$ cat config.mk
export PLATFORM = sky130hd
export DESIGN_NAME = i2c_master_byte_engine_top
export DESIGN_NICKNAME = d
export VERILOG_FILES = /design/src/rtl/i2cm_pkg.sv /design/src/rtl/i2cm_step.sv /design/src/rtl/i2cm_core.sv /design/src/rtl/i2cm_out.sv /design/src/rtl/i2c_master_byte_engine_top.sv
export SDC_FILE = /design/constraint.sdc
export NUM_CORES = 1
export LEC_CHECK = 0
export BUFFER_PORTS_ARGS = -buffer_cell sky130_fd_sc_hd__buf_2
export CORE_ASPECT_RATIO = 0.75
export CORE_MARGIN = 2
export CORE_UTILIZATION = 55
export DETAILED_ROUTE_END_ITERATION = 8
export HOLD_SLACK_MARGIN = 0.03
export PLACE_DENSITY = 0.74
export SLEW_MARGIN = 15
export SYNTH_ARGS = -nofsm -noshare
export SYNTH_HDL_FRONTEND = slang
export SYNTH_SLANG_ARGS = --single-unit
$ cat constraint.sdc
create_clock -name clk -period 4 [get_ports clk]
set_clock_uncertainty 0.2 [all_clocks]
set_input_delay 0.8 -clock clk [delete_from_list [all_inputs] [get_ports clk]]
set_output_delay 0.8 -clock clk [all_outputs]
set_load 0.1 [all_outputs]
$ cat src/rtl/i2cm_pkg.sv
// i2cm_pkg: phase codes, command kinds, state, tick and result types, register
// indexes and reset values shared by the i2c master byte engine modules. no dependencies.
`timescale 1ns / 1ps

package i2cm_pkg;

  localparam int unsigned CFG_W = 16;

  localparam logic [CFG_W-1:0] PHASE_TICKS_RESET   = 16'd600;
  localparam logic [CFG_W-1:0] STRETCH_LIMIT_RESET = 16'h03FF;

  // configuration register indexes
  localparam logic CFG_PHASE_TICKS   = 1'b0;
  localparam logic CFG_STRETCH_LIMIT = 1'b1;

  // command kinds
  localparam logic [2:0] KIND_NONE  = 3'd0;
  localparam logic [2:0] KIND_START = 3'd1;
  localparam logic [2:0] KIND_STOP  = 3'd2;
  localparam logic [2:0] KIND_WRITE = 3'd3;
  localparam logic [2:0] KIND_READ  = 3'd4;

  typedef enum logic [4:0] {
    PH_IDLE    = 5'd0,
    PH_ST_A    = 5'd1,
    PH_ST_W    = 5'd2,
    PH_ST_B    = 5'd3,
    PH_ST_C    = 5'd4,
    PH_ST_D    = 5'd5,
    PH_SP_A    = 5'd6,
    PH_SP_B    = 5'd7,
    PH_SP_W    = 5'd8,
    PH_SP_C    = 5'd9,
    PH_SP_D    = 5'd10,
    PH_W_SETUP = 5'd11,
    PH_W_HIGH  = 5'd12,
    PH_W_WAIT  = 5'd13,
    PH_W_POLL  = 5'd14,
    PH_W_HOLD  = 5'd15,
    PH_W_LOW   = 5'd16,
    PH_R_SETUP = 5'd17,
    PH_R_HIGH  = 5'd18,
    PH_R_WAIT  = 5'd19,
    PH_R_HOLD  = 5'd20,
    PH_R_SHOLD = 5'd21,
    PH_R_LOW   = 5'd22,
    PH_R_TAIL  = 5'd23
  } phase_t;

  typedef struct packed {
    phase_t      phase;
    logic [15:0] delay_count;
    logic [15:0] stretch_count;
    logic [3:0]  bit_index;
    logic [7:0]  shift_byte;
    logic        scl_rel;
    logic        sda_rel;
    logic        ack_status;
    logic        nack_to_send;
    logic [7:0]  rx_last;
  } st_t;

  typedef struct packed {
    logic       got_nack;
    logic [7:0] rx_byte;
    logic       done_res;
    logic       busy_res;
    logic       sda_release;
    logic       scl_release;
  } res_t;

  typedef struct packed {
    logic [2:0] kind;
    logic [7:0] tx_byte;
    logic       send_nack;
    logic       scl_level;
    logic       sda_level;
  } tick_t;

endpackage

$ cat src/rtl/i2cm_step.sv
// i2cm_step: next-state logic for one tick of the bus sequencer.
// depends on i2cm_pkg.
`timescale 1ns / 1ps

module i2cm_step import i2cm_pkg::*; (
  input  st_t         cur,
  input  tick_t       tick,
  input  logic [15:0] phase_ticks,
  input  logic [15:0] stretch_limit,
  output st_t         nxt,
  output logic        done
);

  logic [16:0] delay_inc;
  logic [16:0] delay_lim;
  logic        delay_done;
  logic [16:0] stretch_inc;
  logic        stretch_hit;
  st_t         tmp;

  // enter a phase: clear the counters and apply that phase's line change
  function automatic st_t enter_phase(input st_t s, input phase_t p);
    st_t r;
    r = s;
    r.phase         = p;
    r.delay_count   = '0;
    r.stretch_count = '0;
    case (p)
      PH_ST_A, PH_SP_B, PH_W_HIGH, PH_R_HIGH: r.scl_rel = 1'b1;
      PH_ST_C, PH_SP_A:                       r.sda_rel = 1'b0;
      PH_ST_D, PH_W_LOW, PH_R_LOW:            r.scl_rel = 1'b0;
      PH_SP_D: begin
        r.scl_rel = 1'b1;
        r.sda_rel = 1'b1;
      end
      PH_W_SETUP: r.sda_rel = (s.bit_index < 4'd8) ? s.shift_byte[7] : 1'b1;
      PH_R_SETUP: r.sda_rel = (s.bit_index < 4'd8) ? 1'b1 : s.nack_to_send;
      PH_R_TAIL:  r.sda_rel = 1'b1;
      default: ;
    endcase
    return r;
  endfunction

  assign delay_inc   = {1'b0, cur.delay_count} + 17'd1;
  assign delay_lim   = (phase_ticks == '0) ? 17'd1 : {1'b0, phase_ticks};
  assign delay_done  = (delay_inc >= delay_lim);
  assign stretch_inc = {1'b0, cur.stretch_count} + 17'd1;
  assign stretch_hit = (stretch_inc >= {1'b0, stretch_limit});

  always_comb begin
    nxt  = cur;
    tmp  = cur;
    done = 1'b0;
    case (cur.phase)
      PH_IDLE: begin
        tmp.bit_index = '0;
        nxt = tmp;
        case (tick.kind)
          KIND_START: nxt = enter_phase(tmp, PH_ST_A);
          KIND_STOP:  nxt = enter_phase(tmp, PH_SP_A);
          KIND_WRITE: begin
            tmp.shift_byte = tick.tx_byte;
            nxt = enter_phase(tmp, PH_W_SETUP);
          end
          KIND_READ: begin
            tmp.shift_byte   = '0;
            tmp.nack_to_send = tick.send_nack;
            nxt = enter_phase(tmp, PH_R_SETUP);
          end
          default: ;
        endcase
      end
      // scl waits: a high sample or the stretch limit ends them
      PH_ST_W, PH_SP_W, PH_W_WAIT, PH_R_WAIT: begin
        if (tick.scl_level || stretch_hit) begin
          case (cur.phase)
            PH_ST_W:   nxt = enter_phase(cur, PH_ST_B);
            PH_SP_W:   nxt = enter_phase(cur, PH_SP_C);
            PH_W_WAIT: nxt = enter_phase(cur,
                               (cur.bit_index >= 4'd8) ? PH_W_POLL : PH_W_HOLD);
            default:   nxt = enter_phase(cur, PH_R_HOLD);
          endcase
        end else begin
          nxt.stretch_count = stretch_inc[15:0];
        end
      end
      PH_W_POLL: begin
        tmp.ack_status = tick.sda_level;
        if (!tick.sda_level || stretch_hit) begin
          nxt = enter_phase(tmp, PH_W_HOLD);
        end else begin
          nxt = tmp;
          nxt.stretch_count = stretch_inc[15:0];
        end
      end
      PH_ST_A, PH_ST_B, PH_ST_C, PH_SP_A, PH_SP_B, PH_SP_C, PH_W_SETUP, PH_W_HIGH,
      PH_W_HOLD, PH_R_SETUP, PH_R_HIGH, PH_R_SHOLD: begin
        if (delay_done) begin
          case (cur.phase)
            PH_ST_A:    nxt = enter_phase(cur, PH_ST_W);
            PH_ST_B:    nxt = enter_phase(cur, PH_ST_C);
            PH_ST_C:    nxt = enter_phase(cur, PH_ST_D);
            PH_SP_A:    nxt = enter_phase(cur, PH_SP_B);
            PH_SP_B:    nxt = enter_phase(cur, PH_SP_W);
            PH_SP_C:    nxt = enter_phase(cur, PH_SP_D);
            PH_W_SETUP: nxt = enter_phase(cur, PH_W_HIGH);
            PH_W_HIGH:  nxt = enter_phase(cur, PH_W_WAIT);
            PH_W_HOLD:  nxt = enter_phase(cur, PH_W_LOW);
            PH_R_SETUP: nxt = enter_phase(cur, PH_R_HIGH);
            PH_R_HIGH:  nxt = enter_phase(cur, PH_R_WAIT);
            default:    nxt = enter_phase(cur, PH_R_LOW);
          endcase
        end else begin
          nxt.delay_count = delay_inc[15:0];
        end
      end
      PH_R_HOLD: begin
        if (delay_done) begin
          if (cur.bit_index < 4'd8) begin
            tmp.shift_byte = {cur.shift_byte[6:0], tick.sda_level};
            nxt = enter_phase(tmp, PH_R_SHOLD);
          end else begin
            nxt = enter_phase(cur, PH_R_LOW);
          end
        end else begin
          nxt.delay_count = delay_inc[15:0];
        end
      end
      PH_W_LOW: begin
        if (delay_done) begin
          if (cur.bit_index >= 4'd8) begin
            nxt  = enter_phase(cur, PH_IDLE);
            done = 1'b1;
          end else begin
            tmp.shift_byte = {cur.shift_byte[6:0], 1'b0};
            tmp.bit_index  = cur.bit_index + 4'd1;
            nxt = enter_phase(tmp, PH_W_SETUP);
          end
        end else begin
          nxt.delay_count = delay_inc[15:0];
        end
      end
      PH_R_LOW: begin
        if (delay_done) begin
          if (cur.bit_index >= 4'd8) begin
            nxt = enter_phase(cur, PH_R_TAIL);
          end else begin
            tmp.bit_index = cur.bit_index + 4'd1;
            nxt = enter_phase(tmp, PH_R_SETUP);
          end
        end else begin
          nxt.delay_count = delay_inc[15:0];
        end
      end
      PH_R_TAIL: begin
        if (delay_done) begin
          tmp.rx_last = cur.shift_byte;
          nxt  = enter_phase(tmp, PH_IDLE);
          done = 1'b1;
        end else begin
          nxt.delay_count = delay_inc[15:0];
        end
      end
      PH_ST_D, PH_SP_D: begin
        if (delay_done) begin
          nxt  = enter_phase(cur, PH_IDLE);
          done = 1'b1;
        end else begin
          nxt.delay_count = delay_inc[15:0];
        end
      end
      default: nxt = enter_phase(cur, PH_IDLE);
    endcase
  end

endmodule

$ cat src/rtl/i2cm_core.sv
// i2cm_core: configuration registers and sequencer state register; builds
// the result of each accepted tick. depends on i2cm_pkg and i2cm_step.
`timescale 1ns / 1ps

module i2cm_core import i2cm_pkg::*; (
  input  logic        clk,
  input  logic        rst,
  input  logic        cfg_we,
  input  logic        cfg_index,
  input  logic [15:0] cfg_data,
  input  logic        tick_en,
  input  tick_t       tick,
  output res_t        res
);

  logic [15:0] phase_ticks;
  logic [15:0] stretch_limit;
  st_t         st;
  st_t         st_next;
  logic        done;

  i2cm_step u_step (
    .cur           (st),
    .tick          (tick),
    .phase_ticks   (phase_ticks),
    .stretch_limit (stretch_limit),
    .nxt           (st_next),
    .done          (done)
  );

  always_ff @(posedge clk) begin
    if (rst) begin
      phase_ticks   <= PHASE_TICKS_RESET;
      stretch_limit <= STRETCH_LIMIT_RESET;
    end else if (cfg_we) begin
      case (cfg_index)
        CFG_PHASE_TICKS:   phase_ticks   <= cfg_data;
        CFG_STRETCH_LIMIT: stretch_limit <= cfg_data;
        default: ;
      endcase
    end
  end

  always_ff @(posedge clk) begin
    if (rst) begin
      st.phase         <= PH_IDLE;
      st.delay_count   <= '0;
      st.stretch_count <= '0;
      st.bit_index     <= '0;
      st.shift_byte    <= '0;
      st.scl_rel       <= 1'b1;
      st.sda_rel       <= 1'b1;
      st.ack_status    <= 1'b0;
      st.nack_to_send  <= 1'b0;
      st.rx_last       <= '0;
    end else if (tick_en) begin
      st <= st_next;
    end
  end

  // result is taken from the state after this tick's update
  always_comb begin
    res.scl_release = st_next.scl_rel;
    res.sda_release = st_next.sda_rel;
    res.busy_res    = (st_next.phase != PH_IDLE);
    res.done_res    = done;
    res.rx_byte     = st_next.rx_last;
    res.got_nack    = st_next.ack_status;
  end

endmodule

$ cat src/rtl/i2cm_out.sv
// i2cm_out: output register of the result stream; frees the input side
// whenever the register is empty or drains this cycle. depends on i2cm_pkg.
`timescale 1ns / 1ps

module i2cm_out import i2cm_pkg::*; (
  input  logic        clk,
  input  logic        rst,
  input  logic        load,
  input  res_t        res,
  output logic        free,
  output logic        m_tvalid,
  input  logic        m_tready,
  output logic [15:0] m_tdata
);

  assign free = !m_tvalid || m_tready;

  always_ff @(posedge clk) begin
    if (rst) begin
      m_tvalid <= 1'b0;
    end else if (load) begin
      m_tvalid <= 1'b1;
    end else if (m_tready) begin
      m_tvalid <= 1'b0;
    end
  end

  // payload needs no reset
  always_ff @(posedge clk) begin
    if (load) begin
      m_tdata <= {3'b000, res};
    end
  end

endmodule

$ cat src/rtl/i2c_master_byte_engine_top.sv
// i2c_master_byte_engine_top: tick-driven i2c master with clock stretching
// and ack polling. depends on i2cm_pkg, i2cm_step, i2cm_core, i2cm_out.
//
//   channel   dir   handshake            payload
//   s_*       in    s_tvalid / s_tready  one bus tick: sampled lines + command
//   m_*       out   m_tvalid / m_tready  one result per tick: line drives, status
//   cfg_*     in    cfg_we               register write, index 0 phase_ticks,
//                                        index 1 stretch_limit
//
// next-state logic sits between the state register and the output register,
// so a tick can be accepted each cycle the output register is empty or being
// drained.
// the result of a tick is registered and appears on m_* in the cycle after the tick is accepted.
// a stall on m_tready holds the result and drops s_tready until it drains.
// rst is synchronous, active high: sequencer idle, both lines released,
// phase_ticks 600, stretch_limit 1023, output register empty.
`timescale 1ns / 1ps

module i2c_master_byte_engine_top import i2cm_pkg::*; (
  input  logic        clk,
  input  logic        rst,
  // tick stream
  input  logic        s_tvalid,
  output logic        s_tready,
  input  logic [15:0] s_tdata,  // tx_byte[7:0], send_nack[8], scl_level[9], sda_level[10]
  input  logic [2:0]  s_tuser,  // kind[2:0]
  // result stream
  output logic        m_tvalid,
  input  logic        m_tready,
  output logic [15:0] m_tdata,  // scl_release[0], sda_release[1], busy_res[2],
                                // done_res[3], rx_byte[11:4], got_nack[12]
  // configuration writes
  input  logic        cfg_we,
  input  logic        cfg_index,
  input  logic [15:0] cfg_data
);

  tick_t tick;
  res_t  res;
  logic  accept;
  logic  free;

  assign tick.kind      = s_tuser;
  assign tick.tx_byte   = s_tdata[7:0];
  assign tick.send_nack = s_tdata[8];
  assign tick.scl_level = s_tdata[9];
  assign tick.sda_level = s_tdata[10];

  assign s_tready = free;
  assign accept   = s_tvalid && free;

  i2cm_core u_core (
    .clk       (clk),
    .rst       (rst),
    .cfg_we    (cfg_we),
    .cfg_index (cfg_index),
    .cfg_data  (cfg_data),
    .tick_en   (accept),
    .tick      (tick),
    .res       (res)
  );

  i2cm_out u_out (
    .clk      (clk),
    .rst      (rst),
    .load     (accept),
    .res      (res),
    .free     (free),
    .m_tvalid (m_tvalid),
    .m_tready (m_tready),
    .m_tdata  (m_tdata)
  );

endmodule

==> reports/qor.csv <==
stage,metric,value,unit
layout,n_antenna_cell,0,
worst_setup_path,path_cells,ha_1 -> nand3_2 -> buf_4 -> or2_2 -> xnor2_1 -> ha_1 -> o21ai_0 -> o21bai_1 -> a221o_1 -> a221o_1 -> buf_6 -> a211o_1 -> buf_4 -> a21oi_1 -> a211oi_2,
layout,design_area,7530,µm²
timing,finalSetupViolCount,0,
min_path,worst_hold_path_type,reg -> reg,
timing,layout_min_cycle_time,3.82,ns
route,drc,0,
clock_network,clk_latency,0.36,ns
layout,layout.nets,947,
placed_design,dpl-instance-area,7080,µm²
floorplan,fp.dieW,130,µm
route,wl_per_cell,17.6,µm
power_and_ir_drop,peakVddDrop,0.000286,V
floorplan,coreArea,11700,µm²
layout,fin_util,64.6,%
floorplan,ios,59,
logic_synthesis,yosysTopAreaCell,dfxtp_1,
floorplan,die_y,98.9,µm
logic_synthesis,synthTopCellsByArea,"dfxtp_1, ha_1, a21oi_1",
layout,regArea,2280,µm²
power_and_ir_drop,power_density,348,nW/µm²
flow_run,maxCapViolCount,0,
logic_synthesis,ys_ff_latch,107,
clock_network,cts_root_buf,clkbuf_16,
grt,grtUsageTotal,28.0,%
status,run_status,finished clean,
logic_synthesis,synth_top_area_share,28.5,%
floorplan,die-area,12900,µm²
layout,nFillCells,998,
logic_synthesis,synth_area,6600,µm²
worst_setup_path,critPathArrivalTime,3.83,ns
placed_design,gp_congestion,0.938,
grt,grt_pass1_wl,28800,µm
floorplan,num_rows,34,
clock_network,cts_buffers,9,
logic_synthesis,avgSynthCellArea,7.92,µm²
clock_network,ctsHtreeMaxLevel,3,
route,dr.pass1.iters,5,
worst_setup_path,crit_path_end_kind,register,
logic_synthesis,synth_cell_types,66,
clock_network,postCtsSetupRepairBufs,0,
clock_network,clock-sinks,107,
layout,multi_input_area,4040,µm²
power_and_ir_drop,p_leak,2.99,nW
worst_setup_path,required,4.01,ns
route,vias_per_cell,6.19,
route,wirelength,18200,µm
grt,overflow,0,
logic_synthesis,ys.flop_type,dfxtp_1,
timing,fin_tns_setup,0,ns
logic_synthesis,async_flop_share,0,%
timing,timing_worst_slew_pin_value,0.866,ns
logic_synthesis,synth_edf_count,13,
logic_synthesis,yosysWarnings,0,
timing,slew_headroom,42.3,%
timing,whs,0.260,ns
clock_network,clk_pin_slew,0.08,ns
worst_setup_path,crit_type,reg -> reg,
worst_setup_path,max_stage_delay,0.42,ns
grt,antenna_found_initial,0,
worst_setup_path,path_max_fanout,9,
floorplan,initial_core_util,56.6,%
placed_design,io_buffers,50,
timing,max_freq,262,MHz
layout,drive_above_1_share,18.4,%
clock_network,cts_tree,built,
route,via_count,6417,
timing,final_hold_viol_count,0,
layout,syn2layout_area_growth,14.2,%
grt,grt_start_max_net_pins,78,
worst_setup_path,start_kind,register,
route,drt_iter0_drc,546,
timing,period_share,95.6,%
route,ant_nets,0,
worst_setup_path,crit_slowest_cell,a221o_1,
logic_synthesis,yosysSeqAreaShare,34.4,%
clock_network,clk_path_buf_depth,2,
grt,grt_pass1_vias,5846,
placed_design,dp_hpwl,13000,µm
logic_synthesis,netlist_instances,833,
timing,final_max_slew_viol_count,0,
placed cells by master, fill, tap and decap left out, types with 30 or more instances in the layout:
master / Yosys / routed
nand2_1: 112 / 111
dfxtp_1: 94 / 88
a21oi_1: 88 / 81
nor2_1: 56 / 53
buf_2: 10 / 50
inv_1: 44 / 44
o21ai_0: 38 / 37
ha_1: 36 / 36
nand3_1: 35 / 33
buf_4: 3 / 30
path summary, 6_finish.rpt:
kind | from | endpoint | slack [ns] | cells after the start
min | u_core.stretch_limit[14] | u_core.stretch_limit[14] | 0.26 | 2
min reg2reg | u_core.stretch_limit[14] | u_core.stretch_limit[14] | 0.26 | 2
max reg2reg | u_core.st[40] | u_core.st[19] | 0.18 | 15
max | u_core.st[40] | u_core.st[19] | 0.18 | 15
report_power, final:
part,leakage (nW),switching [mW],internal (mW)
Sequential,0.896,0.0431,1.13
Combinational,1.94,0.366,0.159
Clock,0.152,0.474,0.455
Total,2.99,0.883,1.74
timing repair:
action | 4_1_cts | 5_1_grt
hold buffers | 0 | 0
gates resized for setup | 5 | 32
pin swaps | 0 | 8
setup endpoints to repair | 4 | 61
flip-flops by register name (all words and copies together), names as in the netlist:
name,count
u_core.st,61
u_core.stretch_limit,16
u_out.m_tvalid,1
u_out.m_tdata,13
u_core.phase_ticks,16
layout make-up:
class | instances | area share, %
clock buffer | 9 | 2.99
multi-input combinational | 624 | 53.7
clock inverter | 7 | 1.11
sequential | 107 | 30.3
tap | 162 | 2.69
inverter | 45 | 2.24
timing repair buffer | 83 | 6.99
logic make-up after synthesis:
family / Yosys count / synth area share, %
AOI/OAI and AO/OA: 223 / 21.8
xor gates and xnor gates: 30 / 3.98
adders and majority gates: 36 / 6.83
buffers and inverters: 104 / 6.39
DFF: 107 / 34.4
muxes: 21 / 3.36
other: 1 / 0.0568
and+or+nand+nor: 311 / 23.1
metal layers:
metal	part of all wire (%)	routed length [µm]	global-route usage, %
met2	45	8170	42.3
met4	1.7	314	8.67
met5	0	0	0
met3	7.1	1300	5.48
met1	46	8450	40.4
through the flow:
step / instances / power (mW) / worst slack [ns]
finish: 1037 / 2.62 / 0.178
detailed placement: 1021 / 1.69 / -0.0160
CTS: 1037 / 2.62 / 0.0109
floorplan: 835 / 1.55 / 0.128
global route: 1037 / 2.73 / -0.0115
global placement: 1021 / 1.68 / 0.0812
synth_stat cells, types with 8 or more instances:
cell,count
nand3_1,35
a211oi_2,8
nor2_1,56
xor2_1,10
mux2_2,9
ha_1,36
nor3_1,17
edfxtp_1,13
nor2b_1,8
and3_1,14
o211ai_1,17
xnor2_1,20
inv_1,44
a21oi_1,88
nand2_1,112
mux2i_1,12
clkbuf_1,39
nand4_1,15
nor4_1,8
a211oi_1,8
o21ai_0,38
or3b_1,8
dfxtp_1,94
buf_2,10
critical path: cells and delay by family, from the launching register on:
kind / cells / cell delay [ns]
compound gates: 7 / 1.49
xor+xnor: 1 / 0.14
fa+ha+maj: 2 / 0.53
buf+inv: 3 / 0.49
flops: 1 / 0.38
simple gates: 2 / 0.44
Power figures use the tool's default switching activity.
